<file path="src/building_net_pdu_function_filter_defines.svh">
// Assertion macros for the BACnet header classifier.
// No dependencies; included by the top level only.
`ifndef BUILDING_NET_PDU_FUNCTION_FILTER_DEFINES_SVH
`define BUILDING_NET_PDU_FUNCTION_FILTER_DEFINES_SVH

// Same-cycle implication, disabled while in reset.
`define BNPFF_ASSERT_IMPLY(label, ante, cons) \
  label: assert property (@(posedge clk) disable iff (rst) (ante) |-> (cons)) \
    else $error("classifier assertion failed");

// Next-cycle implication, disabled while in reset.
`define BNPFF_ASSERT_NEXT(label, ante, cons) \
  label: assert property (@(posedge clk) disable iff (rst) (ante) |=> (cons)) \
    else $error("classifier assertion failed");

`endif

</file>
<file path="src/bnpff_pkg.sv">
// Shared types and constants for the BACnet header classifier.
// No dependencies.
package bnpff_pkg;

  localparam int CODE_W  = 9;
  localparam int APDU_W  = 5;
  localparam int MASK_W  = 32;
  localparam int CFG_IW  = 3;
  localparam int QDEPTH  = 4;

  // Register indexes of the configuration port
  localparam logic [CFG_IW-1:0] REG_BVLC_MASK  = 3'd0;
  localparam logic [CFG_IW-1:0] REG_NET_MASK   = 3'd1;
  localparam logic [CFG_IW-1:0] REG_APDU_MASK  = 3'd2;
  localparam logic [CFG_IW-1:0] REG_CONF_MASK  = 3'd3;
  localparam logic [CFG_IW-1:0] REG_UNCF_MASK  = 3'd4;

  // Codes captured from one packet; all-ones (-1) means absent
  typedef struct packed {
    logic [CODE_W-1:0] uncf;
    logic [CODE_W-1:0] conf;
    logic [APDU_W-1:0] apdu;
    logic [CODE_W-1:0] net;
    logic [CODE_W-1:0] bvlc;
  } codes_t;

  localparam codes_t CODES_NONE = '{uncf: '1, conf: '1, apdu: '1, net: '1, bvlc: '1};

  // Queue status seen by the back end
  typedef struct packed {
    logic valid;
    logic full;
  } qstat_t;

endpackage

</file>
<file path="src/bnpff_parser.sv">
// Front end: per-byte header parser, emits one code record per packet.
// Depends on bnpff_pkg.
module bnpff_parser #(
  parameter int MAX_PACKET_BYTES = 2048
) (
  input  logic                clk,
  input  logic                rst,
  input  logic                byte_en,
  input  logic [7:0]          data_byte,
  input  logic                last_byte,
  output logic                push,
  output bnpff_pkg::codes_t   rec
);

  localparam int PW = $clog2(MAX_PACKET_BYTES + 1);
  localparam logic [PW-1:0] POS_MAX = PW'(MAX_PACKET_BYTES);

  localparam logic [3:0] PH_FIRST    = 4'd0;
  localparam logic [3:0] PH_BVLC_FN  = 4'd1;
  localparam logic [3:0] PH_BVLC_LEN = 4'd2;
  localparam logic [3:0] PH_ORIG     = 4'd3;
  localparam logic [3:0] PH_VERSION  = 4'd4;
  localparam logic [3:0] PH_CTRL     = 4'd5;
  localparam logic [3:0] PH_DNET     = 4'd6;
  localparam logic [3:0] PH_DLEN     = 4'd7;
  localparam logic [3:0] PH_DADR     = 4'd8;
  localparam logic [3:0] PH_SNET     = 4'd9;
  localparam logic [3:0] PH_SLEN     = 4'd10;
  localparam logic [3:0] PH_SADR     = 4'd11;
  localparam logic [3:0] PH_HOP      = 4'd12;
  localparam logic [3:0] PH_BODY     = 4'd13;
  localparam logic [3:0] PH_SERVICE  = 4'd14;
  localparam logic [3:0] PH_DONE     = 4'd15;

  // flag bits: [2] network message, [1] DNET present, [0] SNET present
  logic [3:0]        phase, phase_next;
  logic [PW-1:0]     pos;
  logic [7:0]        skip, skip_next, skip_dec;
  logic [2:0]        flags, flags_next;
  bnpff_pkg::codes_t codes, codes_next;
  logic              parse_en;
  logic [3:0]        apdu_t;
  logic [2:0]        svc_off;

  assign parse_en = byte_en && (pos < POS_MAX);
  assign skip_dec = skip - 8'd1;
  assign apdu_t   = data_byte[7:4];

  function automatic logic [3:0] after_src(input logic [2:0] f);
    return f[1] ? PH_HOP : PH_BODY;
  endfunction

  always_comb begin
    case (apdu_t)
      4'd0:    svc_off = data_byte[3] ? 3'd5 : 3'd3;
      4'd1:    svc_off = 3'd1;
      4'd2:    svc_off = 3'd2;
      4'd3:    svc_off = data_byte[3] ? 3'd4 : 3'd2;
      4'd5:    svc_off = 3'd2;
      default: svc_off = 3'd0;
    endcase
  end

  always_comb begin
    phase_next = phase;
    skip_next  = skip;
    flags_next = flags;
    codes_next = codes;
    if (parse_en) begin
      unique case (phase)
        PH_FIRST: begin
          if (data_byte == 8'h81) phase_next = PH_BVLC_FN;
          else if (data_byte == 8'h01) phase_next = PH_CTRL;
          else phase_next = PH_DONE;
        end
        PH_BVLC_FN: begin
          codes_next.bvlc = {1'b0, data_byte};
          phase_next = PH_BVLC_LEN;
          skip_next  = 8'd2;
        end
        PH_BVLC_LEN: begin
          skip_next = skip_dec;
          if (skip_dec == 8'd0) begin
            if (codes.bvlc == 9'd4) begin
              phase_next = PH_ORIG;
              skip_next  = 8'd6;
            end else if (codes.bvlc <= 9'd8) begin
              phase_next = PH_DONE;
            end else begin
              phase_next = PH_VERSION;
            end
          end
        end
        PH_ORIG: begin
          skip_next = skip_dec;
          if (skip_dec == 8'd0) phase_next = PH_VERSION;
        end
        PH_VERSION: begin
          phase_next = (data_byte == 8'h01) ? PH_CTRL : PH_DONE;
        end
        PH_CTRL: begin
          flags_next = {data_byte[7], data_byte[5], data_byte[3]};
          if (data_byte[5]) begin
            phase_next = PH_DNET;
            skip_next  = 8'd2;
          end else if (data_byte[3]) begin
            phase_next = PH_SNET;
            skip_next  = 8'd2;
          end else begin
            phase_next = PH_BODY;
          end
        end
        PH_DNET: begin
          skip_next = skip_dec;
          if (skip_dec == 8'd0) phase_next = PH_DLEN;
        end
        PH_DLEN, PH_DADR: begin
          if (phase == PH_DLEN && data_byte != 8'd0) begin
            phase_next = PH_DADR;
            skip_next  = data_byte;
          end else if (phase == PH_DLEN || skip_dec == 8'd0) begin
            if (phase == PH_DADR) skip_next = skip_dec;
            if (flags[0]) begin
              phase_next = PH_SNET;
              skip_next  = 8'd2;
            end else begin
              phase_next = after_src(flags);
            end
          end else begin
            skip_next = skip_dec;
          end
        end
        PH_SNET: begin
          skip_next = skip_dec;
          if (skip_dec == 8'd0) phase_next = PH_SLEN;
        end
        PH_SLEN: begin
          if (data_byte != 8'd0) begin
            phase_next = PH_SADR;
            skip_next  = data_byte;
          end else begin
            phase_next = after_src(flags);
          end
        end
        PH_SADR: begin
          skip_next = skip_dec;
          if (skip_dec == 8'd0) phase_next = after_src(flags);
        end
        PH_HOP: phase_next = PH_BODY;
        PH_BODY: begin
          if (flags[2]) begin
            codes_next.net = {1'b0, data_byte};
            phase_next = PH_DONE;
          end else begin
            codes_next.apdu = {1'b0, apdu_t};
            if (svc_off == 3'd0) begin
              phase_next = PH_DONE;
            end else begin
              phase_next = PH_SERVICE;
              skip_next  = {5'd0, svc_off - 3'd1};
            end
          end
        end
        PH_SERVICE: begin
          if (skip != 8'd0) begin
            skip_next = skip_dec;
          end else begin
            if (codes.apdu == 5'd1) codes_next.uncf = {1'b0, data_byte};
            else codes_next.conf = {1'b0, data_byte};
            phase_next = PH_DONE;
          end
        end
        PH_DONE: ;
        default: ;
      endcase
    end
  end

  assign push = byte_en && last_byte;
  assign rec  = codes_next;

  always_ff @(posedge clk) begin
    if (rst || push) begin
      phase <= PH_FIRST;
      pos   <= '0;
      skip  <= '0;
      flags <= '0;
      codes <= bnpff_pkg::CODES_NONE;
    end else begin
      phase <= phase_next;
      skip  <= skip_next;
      flags <= flags_next;
      codes <= codes_next;
      if (parse_en) pos <= pos + PW'(1);
    end
  end

endmodule

</file>
<file path="src/bnpff_queue.sv">
// Short record queue between the parser and the match stage.
// Depends on bnpff_pkg.
module bnpff_queue (
  input  logic                clk,
  input  logic                rst,
  input  logic                push,
  input  bnpff_pkg::codes_t   push_rec,
  input  logic                pop,
  output bnpff_pkg::codes_t   head,
  output bnpff_pkg::qstat_t   stat
);

  localparam int AW = $clog2(bnpff_pkg::QDEPTH);

  bnpff_pkg::codes_t mem [bnpff_pkg::QDEPTH];
  logic [AW-1:0] wr_ptr, rd_ptr;
  logic [AW:0]   count;
  logic          do_push, do_pop;

  assign stat.full  = (count == (AW+1)'(bnpff_pkg::QDEPTH));
  assign stat.valid = (count != '0);
  assign do_push    = push && !stat.full;
  assign do_pop     = pop && stat.valid;
  assign head       = mem[rd_ptr];

  always_ff @(posedge clk) begin
    if (do_push) mem[wr_ptr] <= push_rec;
  end

  always_ff @(posedge clk) begin
    if (rst) begin
      wr_ptr <= '0;
      rd_ptr <= '0;
      count  <= '0;
    end else begin
      if (do_push) wr_ptr <= wr_ptr + AW'(1);
      if (do_pop)  rd_ptr <= rd_ptr + AW'(1);
      count <= count + (AW+1)'(do_push) - (AW+1)'(do_pop);
    end
  end

endmodule

</file>
<file path="src/bnpff_matcher.sv">
// Back end: mask registers, function match and the output register.
// Depends on bnpff_pkg.
module bnpff_matcher (
  input  logic                          clk,
  input  logic                          rst,
  input  logic                          cfg_we,
  input  logic [bnpff_pkg::CFG_IW-1:0]  cfg_index,
  input  logic [bnpff_pkg::MASK_W-1:0]  cfg_data,
  input  bnpff_pkg::codes_t             head,
  input  bnpff_pkg::qstat_t             qstat,
  output logic                          pop,
  output logic                          out_valid,
  input  logic                          out_ready,
  output bnpff_pkg::codes_t             out_codes,
  output logic                          out_match
);

  logic [bnpff_pkg::MASK_W-1:0] bvlc_mask, net_mask, apdu_mask, conf_mask, uncf_mask;
  logic hit;

  // code hits when it is present, below 32 and its mask bit is set
  function automatic logic code_hit(input logic [8:0] code,
                                    input logic [bnpff_pkg::MASK_W-1:0] mask);
    return !code[8] && (code[7:5] == 3'd0) && mask[code[4:0]];
  endfunction

  assign hit = code_hit(head.bvlc, bvlc_mask) || code_hit(head.net, net_mask)
            || code_hit({{4{head.apdu[4]}}, head.apdu}, apdu_mask)
            || code_hit(head.conf, conf_mask) || code_hit(head.uncf, uncf_mask);

  assign pop = qstat.valid && (!out_valid || out_ready);

  always_ff @(posedge clk) begin
    if (rst) begin
      bvlc_mask <= '0;
      net_mask  <= '0;
      apdu_mask <= '0;
      conf_mask <= '0;
      uncf_mask <= '0;
    end else if (cfg_we) begin
      unique case (cfg_index)
        bnpff_pkg::REG_BVLC_MASK: bvlc_mask <= cfg_data;
        bnpff_pkg::REG_NET_MASK:  net_mask  <= cfg_data;
        bnpff_pkg::REG_APDU_MASK: apdu_mask <= cfg_data;
        bnpff_pkg::REG_CONF_MASK: conf_mask <= cfg_data;
        bnpff_pkg::REG_UNCF_MASK: uncf_mask <= cfg_data;
        default: ;
      endcase
    end
  end

  always_ff @(posedge clk) begin
    if (rst) begin
      out_valid <= 1'b0;
    end else if (pop) begin
      out_valid <= 1'b1;
    end else if (out_ready) begin
      out_valid <= 1'b0;
    end
  end

  always_ff @(posedge clk) begin
    if (pop) begin
      out_codes <= head;
      out_match <= hit;
    end
  end

endmodule

</file>
<file path="src/building_net_pdu_function_filter.sv">
// BACnet/IP header classifier: one byte per item in, one result per packet out.
// Throughput: one byte per cycle; s_tready drops only while the 4-entry result queue is full.
// Result path: the record is written to the queue at the edge that accepts the last byte,
// then moved into the match/output register when that register is empty or being read.
// Reset: synchronous rst clears parse state, queue, output valid and all mask registers.
// Depends on bnpff_pkg, bnpff_parser, bnpff_queue, bnpff_matcher and the defines header.
`include "building_net_pdu_function_filter_defines.svh"

module building_net_pdu_function_filter #(
  parameter int MAX_PACKET_BYTES = 2048
) (
  input  logic                          clk,
  input  logic                          rst,
  // input item stream
  input  logic                          s_tvalid,
  output logic                          s_tready,
  input  logic [7:0]                    s_tdata,  // [7:0] data_byte
  input  logic                          s_tlast,  // last_byte
  // result stream
  output logic                          m_tvalid,
  input  logic                          m_tready,
  // [8:0] bvlc_function, [17:9] network_function, [22:18] apdu_type,
  // [31:23] confirmed_service, [40:32] unconfirmed_service, [47:41] zero
  output logic [47:0]                   m_tdata,
  output logic [0:0]                    m_tuser,  // [0] function_match
  // configuration writes
  input  logic                          cfg_we,
  input  logic [bnpff_pkg::CFG_IW-1:0]  cfg_index,
  input  logic [bnpff_pkg::MASK_W-1:0]  cfg_data
);

  logic              byte_en;
  logic              push;
  logic              pop;
  logic              out_match;
  bnpff_pkg::codes_t rec, head, out_codes;
  bnpff_pkg::qstat_t qstat;

  // Front end stalls on the queue only; the output register never blocks
  // it directly.
  assign s_tready = !qstat.full;
  assign byte_en  = s_tvalid && s_tready;

  bnpff_parser #(
    .MAX_PACKET_BYTES (MAX_PACKET_BYTES)
  ) u_parser (
    .clk       (clk),
    .rst       (rst),
    .byte_en   (byte_en),
    .data_byte (s_tdata),
    .last_byte (s_tlast),
    .push      (push),
    .rec       (rec)
  );

  // Decouples packet parsing from the downstream consumer.
  bnpff_queue u_queue (
    .clk      (clk),
    .rst      (rst),
    .push     (push),
    .push_rec (rec),
    .pop      (pop),
    .head     (head),
    .stat     (qstat)
  );

  bnpff_matcher u_matcher (
    .clk       (clk),
    .rst       (rst),
    .cfg_we    (cfg_we),
    .cfg_index (cfg_index),
    .cfg_data  (cfg_data),
    .head      (head),
    .qstat     (qstat),
    .pop       (pop),
    .out_valid (m_tvalid),
    .out_ready (m_tready),
    .out_codes (out_codes),
    .out_match (out_match)
  );

  assign m_tdata = {7'd0, out_codes.uncf, out_codes.conf, out_codes.apdu,
                    out_codes.net, out_codes.bvlc};
  assign m_tuser = out_match;

  // A packet end always leaves a record waiting in the queue.
  `BNPFF_ASSERT_NEXT(a_push_lands, byte_en && s_tlast, qstat.valid)
  // A new result only appears when the queue had one to give.
  `BNPFF_ASSERT_IMPLY(a_rise_from_queue, $rose(m_tvalid), $past(qstat.valid))
  // A match needs at least one present code.
  `BNPFF_ASSERT_IMPLY(a_match_has_code, m_tvalid && m_tuser[0],
    !(m_tdata[8] && m_tdata[17] && m_tdata[22] && m_tdata[31] && m_tdata[40]))

endmodule
</file>
<file path="config.mk">
export PLATFORM = sky130hd
export DESIGN_NAME = building_net_pdu_function_filter
export DESIGN_NICKNAME = d
export VERILOG_FILES = /design/src/bnpff_pkg.sv /design/src/bnpff_parser.sv /design/src/bnpff_queue.sv /design/src/bnpff_matcher.sv /design/src/building_net_pdu_function_filter.sv
export VERILOG_INCLUDE_DIRS = /design/src /design/src/src
export SDC_FILE = /design/constraint.sdc
export NUM_CORES = 1
export LEC_CHECK = 0
export ABC_AREA = 1
export BUFFER_PORTS_ARGS = -buffer_cell sky130_fd_sc_hd__buf_2
export CAP_MARGIN = 10
export CORE_MARGIN = 1.5
export CORE_UTILIZATION = 44
export DETAILED_ROUTE_END_ITERATION = 6
export GPL_TIMING_DRIVEN = 0
export HOLD_SLACK_MARGIN = 0.12
export SLEW_MARGIN = 20
export SYNTH_ARGS = -nofsm -noshare
export SYNTH_HDL_FRONTEND = slang
export SYNTH_SLANG_ARGS = --single-unit
export TNS_END_PERCENT = 5
</file>
<file path="constraint.sdc">
create_clock -name clk -period 6.95 [get_ports clk]
set_input_delay 0.695 -clock clk [delete_from_list [all_inputs] [get_ports clk]]
set_output_delay 0.695 -clock clk [all_outputs]
set_load 0.05 [all_outputs]
</file>
==> results.md <==
* Outcome: finished, violations left
* Failing checks: DRC
* Crit end category: register
* PostCTS Resize Cnt at 0
* Leak pwr at 8.39 nW
* Cts hold-fix bufs at 0
* Final Max Slew Viols at 0
* Skew final at 12.9 ps
* I/O Buffers at 91
* Post-detail-place hpwl at 36.9 mm
* Final setup margin at 3970 ps
* CTS tree: done
* Max IR drop VDD at 0.271 mV
* Pin count of the biggest net entering global routing at 29
* Design area at 21,300 µm²
* Relative slew slack at 32.5%
* Clock transition at path regs at 60 ps
* Max Buffers Root-to-Sink at 3
* Final non-filler cell total at 2,826
* Min Tclk post-route at 2980 ps
* CTS Sinks at 428
* Met2 usage at 37.7%
* FP Rows at 74
* First-pass GRT wire length at 80.6 mm
* Share of layout cells above drive strength 1 at 12.1%
* Area Growth Syn to Fin at 16.0%
* Core area at 41,000 µm²
* Fin crit share at 42.8%
* Busiest grt layer: met2
* Post-synthesis sequential area ratio at 57.9%
* Post-Synthesis Cells at 2,105
* Overall power at 8.52 mW
* Arrival @ worst endpoint at 3400 ps
* Routed WL at 52.0 mm
* Utilization after layout at 52.0%
* Number of synthesized flops with an enable pin at 206
* WL/cell at 18.4 µm
* Starting Density at 44.8%
* Pwr Density at 400 nW/µm²
* Vias in the first global route at 14,000
* Global Route Usage Sum at 24.1%
* H-tree Lvls at 2
* DRT iter0 DRCs at 1,168
* Average size of a mapped cell at 8.73 µm²
* Worst endpoint required time at 7370 ps
* CP Class: register to register
* #FFs+latches synth at 428
* DRT Pass-1 Iters at 7
* Asr flop ratio synth at 0%
* Via count at 15,000
* Worst Hold Class: input pin to register
* IO Count at 100
* Setup TNS Final at 0 ps
* Grt met1 use at 33.6%
* Fillers at 3,773
* Routability cong. at 0.911
* DIE HEIGHT at 207 µm
* # Post-CTS Setup Buffers at 0
* Ys flop type: dfxtp_1
* Synthesized area at 18,400 µm²
* Antenna violations before repair at 0
* Die area at 43,000 µm²
* Fin Hold WS at 333 ps
* Register area at 10,600 µm²
* CTS Buf Count at 45
* Antenna-violating nets left at 0
* Critical Path Start Type: register
* Final Hold Fails at 0
* Max Clock Freq at 336 MHz
* GRT Residual Overflow at 0
* Worst-margin pin slew at 1000 ps
* Yosys cell types at 42
* RSZ-0062 raised after global routing: false
* Via density at 5.31
* Multi-input combinational cell area at 6520 µm²
* Worst-path maximum fanout at 10
* Die width at 207 µm
* Placed cell area at 19,700 µm²
* Yosys warns at 0
* Nets at 2,318
* GR Util met3 at 3.71%
* Root Driver: clkbuf_16
* Drc violations at 5
* Inst Count DP at 2,742
* Setup Viol. Count Final at 0
* Clock Latency Late Sink at 550 ps
* ANT cells at 0
* Placement Setup Slack at 3910 ps
* Max Cap Viol at 0
[cell type report]
type	count	share of cell area, %
buffer	99	2.50
multi-input combinational	1385	30.6
clock buffer	61	6.20
timing repair buffer	99	3.03
tap	532	3.12
sequential	428	49.9
clock inverter	23	1.17
inverter	199	3.50
[final timing paths]
| kind | startpoint | endpoint | slack (ps) | cells after the start |
|---|---|---|---|---|
| worst max-delay path | register | u_matcher.out_match$_DFFE_PP_ | 3970 | 11 |
| worst min-delay path | rst | u_queue.count[1]$_SDFF_PP0_ | 330 | 2 |
| worst max register to register | register | u_matcher.out_match$_DFFE_PP_ | 3970 | 11 |
| worst min register to register | u_matcher.conf_mask[22]$_SDFFE_PP0P_ | u_matcher.conf_mask[22]$_SDFFE_PP0P_ | 450 | 2 |
[registers in the layout (all words and copies together) (netlist names), 2 cells and up, named ones only]
register and cells:
u_matcher.conf_mask 32, u_parser.codes 41, u_matcher.bvlc_mask 32, u_queue.mem 164
u_matcher.apdu_mask 16, u_queue.wr_ptr 2, u_parser.pos 12, u_queue.count 3
u_parser.flags 3, u_matcher.out_codes 41, u_parser.skip 8, u_parser.phase 4
u_matcher.uncf_mask 32, u_matcher.net_mask 32, u_queue.rd_ptr 2
[metal layers]
layer,part of all wire [%],routed length (µm)
met1,45,23600
met5,0,0
met2,45,23500
met4,3.6,1860
met3,5.9,3050
[placed cells by master (no fill, tap or decap), drive strengths merged]
cell and n:
o21ai 231, inv 200, nand2 415, nand4 11, a311oi 1, o2111ai 2, edfxtp 206, clkinvlp 4
dfxtp 222, xnor2 3, o211ai 7, nor3 19, nor4 9, clkbuf 113, conb 7, a22oi 3
clkinv 13, o22ai 21, a32oi 7, o21a 27, buf 146, a21oi 76, ha 11, bufinv 5
nor2 333, xor2 2, a211oi 1, nand3 194, nand3b 4, fa 1
[critical path, cell delays in order (launching register included)]
cell	delay (ps)
dfxtp_1	500
inv_2	130
buf_6	180
buf_6	140
buf_2	220
nor2_1	120
o22ai_1	170
nor4_1	860
nand3_1	270
nand2_1	120
inv_1	50
nand2_1	60
[power by group]
group          switching, mW  leakage, nW  internal (mW)
clock network          0.997        0.764           1.52
logic                   2.18         4.12          0.768
registers             0.0931         3.51           2.96
total                   3.26         8.39           5.25
[cells in the mapped netlist (7+ instances only)]
cell type	number	area, µm²
o21ai_0	218	1090
clkbuf_1	52	195
o21a_1	27	203
buf_4	16	120
dfxtp_1	222	4440
ha_1	11	138
buf_6	10	113
a21oi_1	76	380
nand3_1	186	931
nand2_1	404	1520
nand4_1	10	62.6
inv_1	182	683
inv_2	15	56.3
buf_2	21	105
nand2_2	11	68.8
o21ai_1	9	45.0
o211ai_1	7	52.6
o22ai_1	21	131
nor2_1	328	1230
nand3_2	7	70.1
edfxtp_1	206	6190
nor3_1	15	75.1
nor4_1	7	43.8
[cell families after synthesis]
group | Yosys count | share of synthesized area (%)
xor+xnor | 5 | 0.238
other cells | 1 | 0.0204
buf+inv | 298 | 6.97
simple gates | 985 | 22.7
fa+ha+maj | 12 | 0.858
compound gates | 376 | 11.4
flops | 428 | 57.9
(Power assumes the default switching activity.)
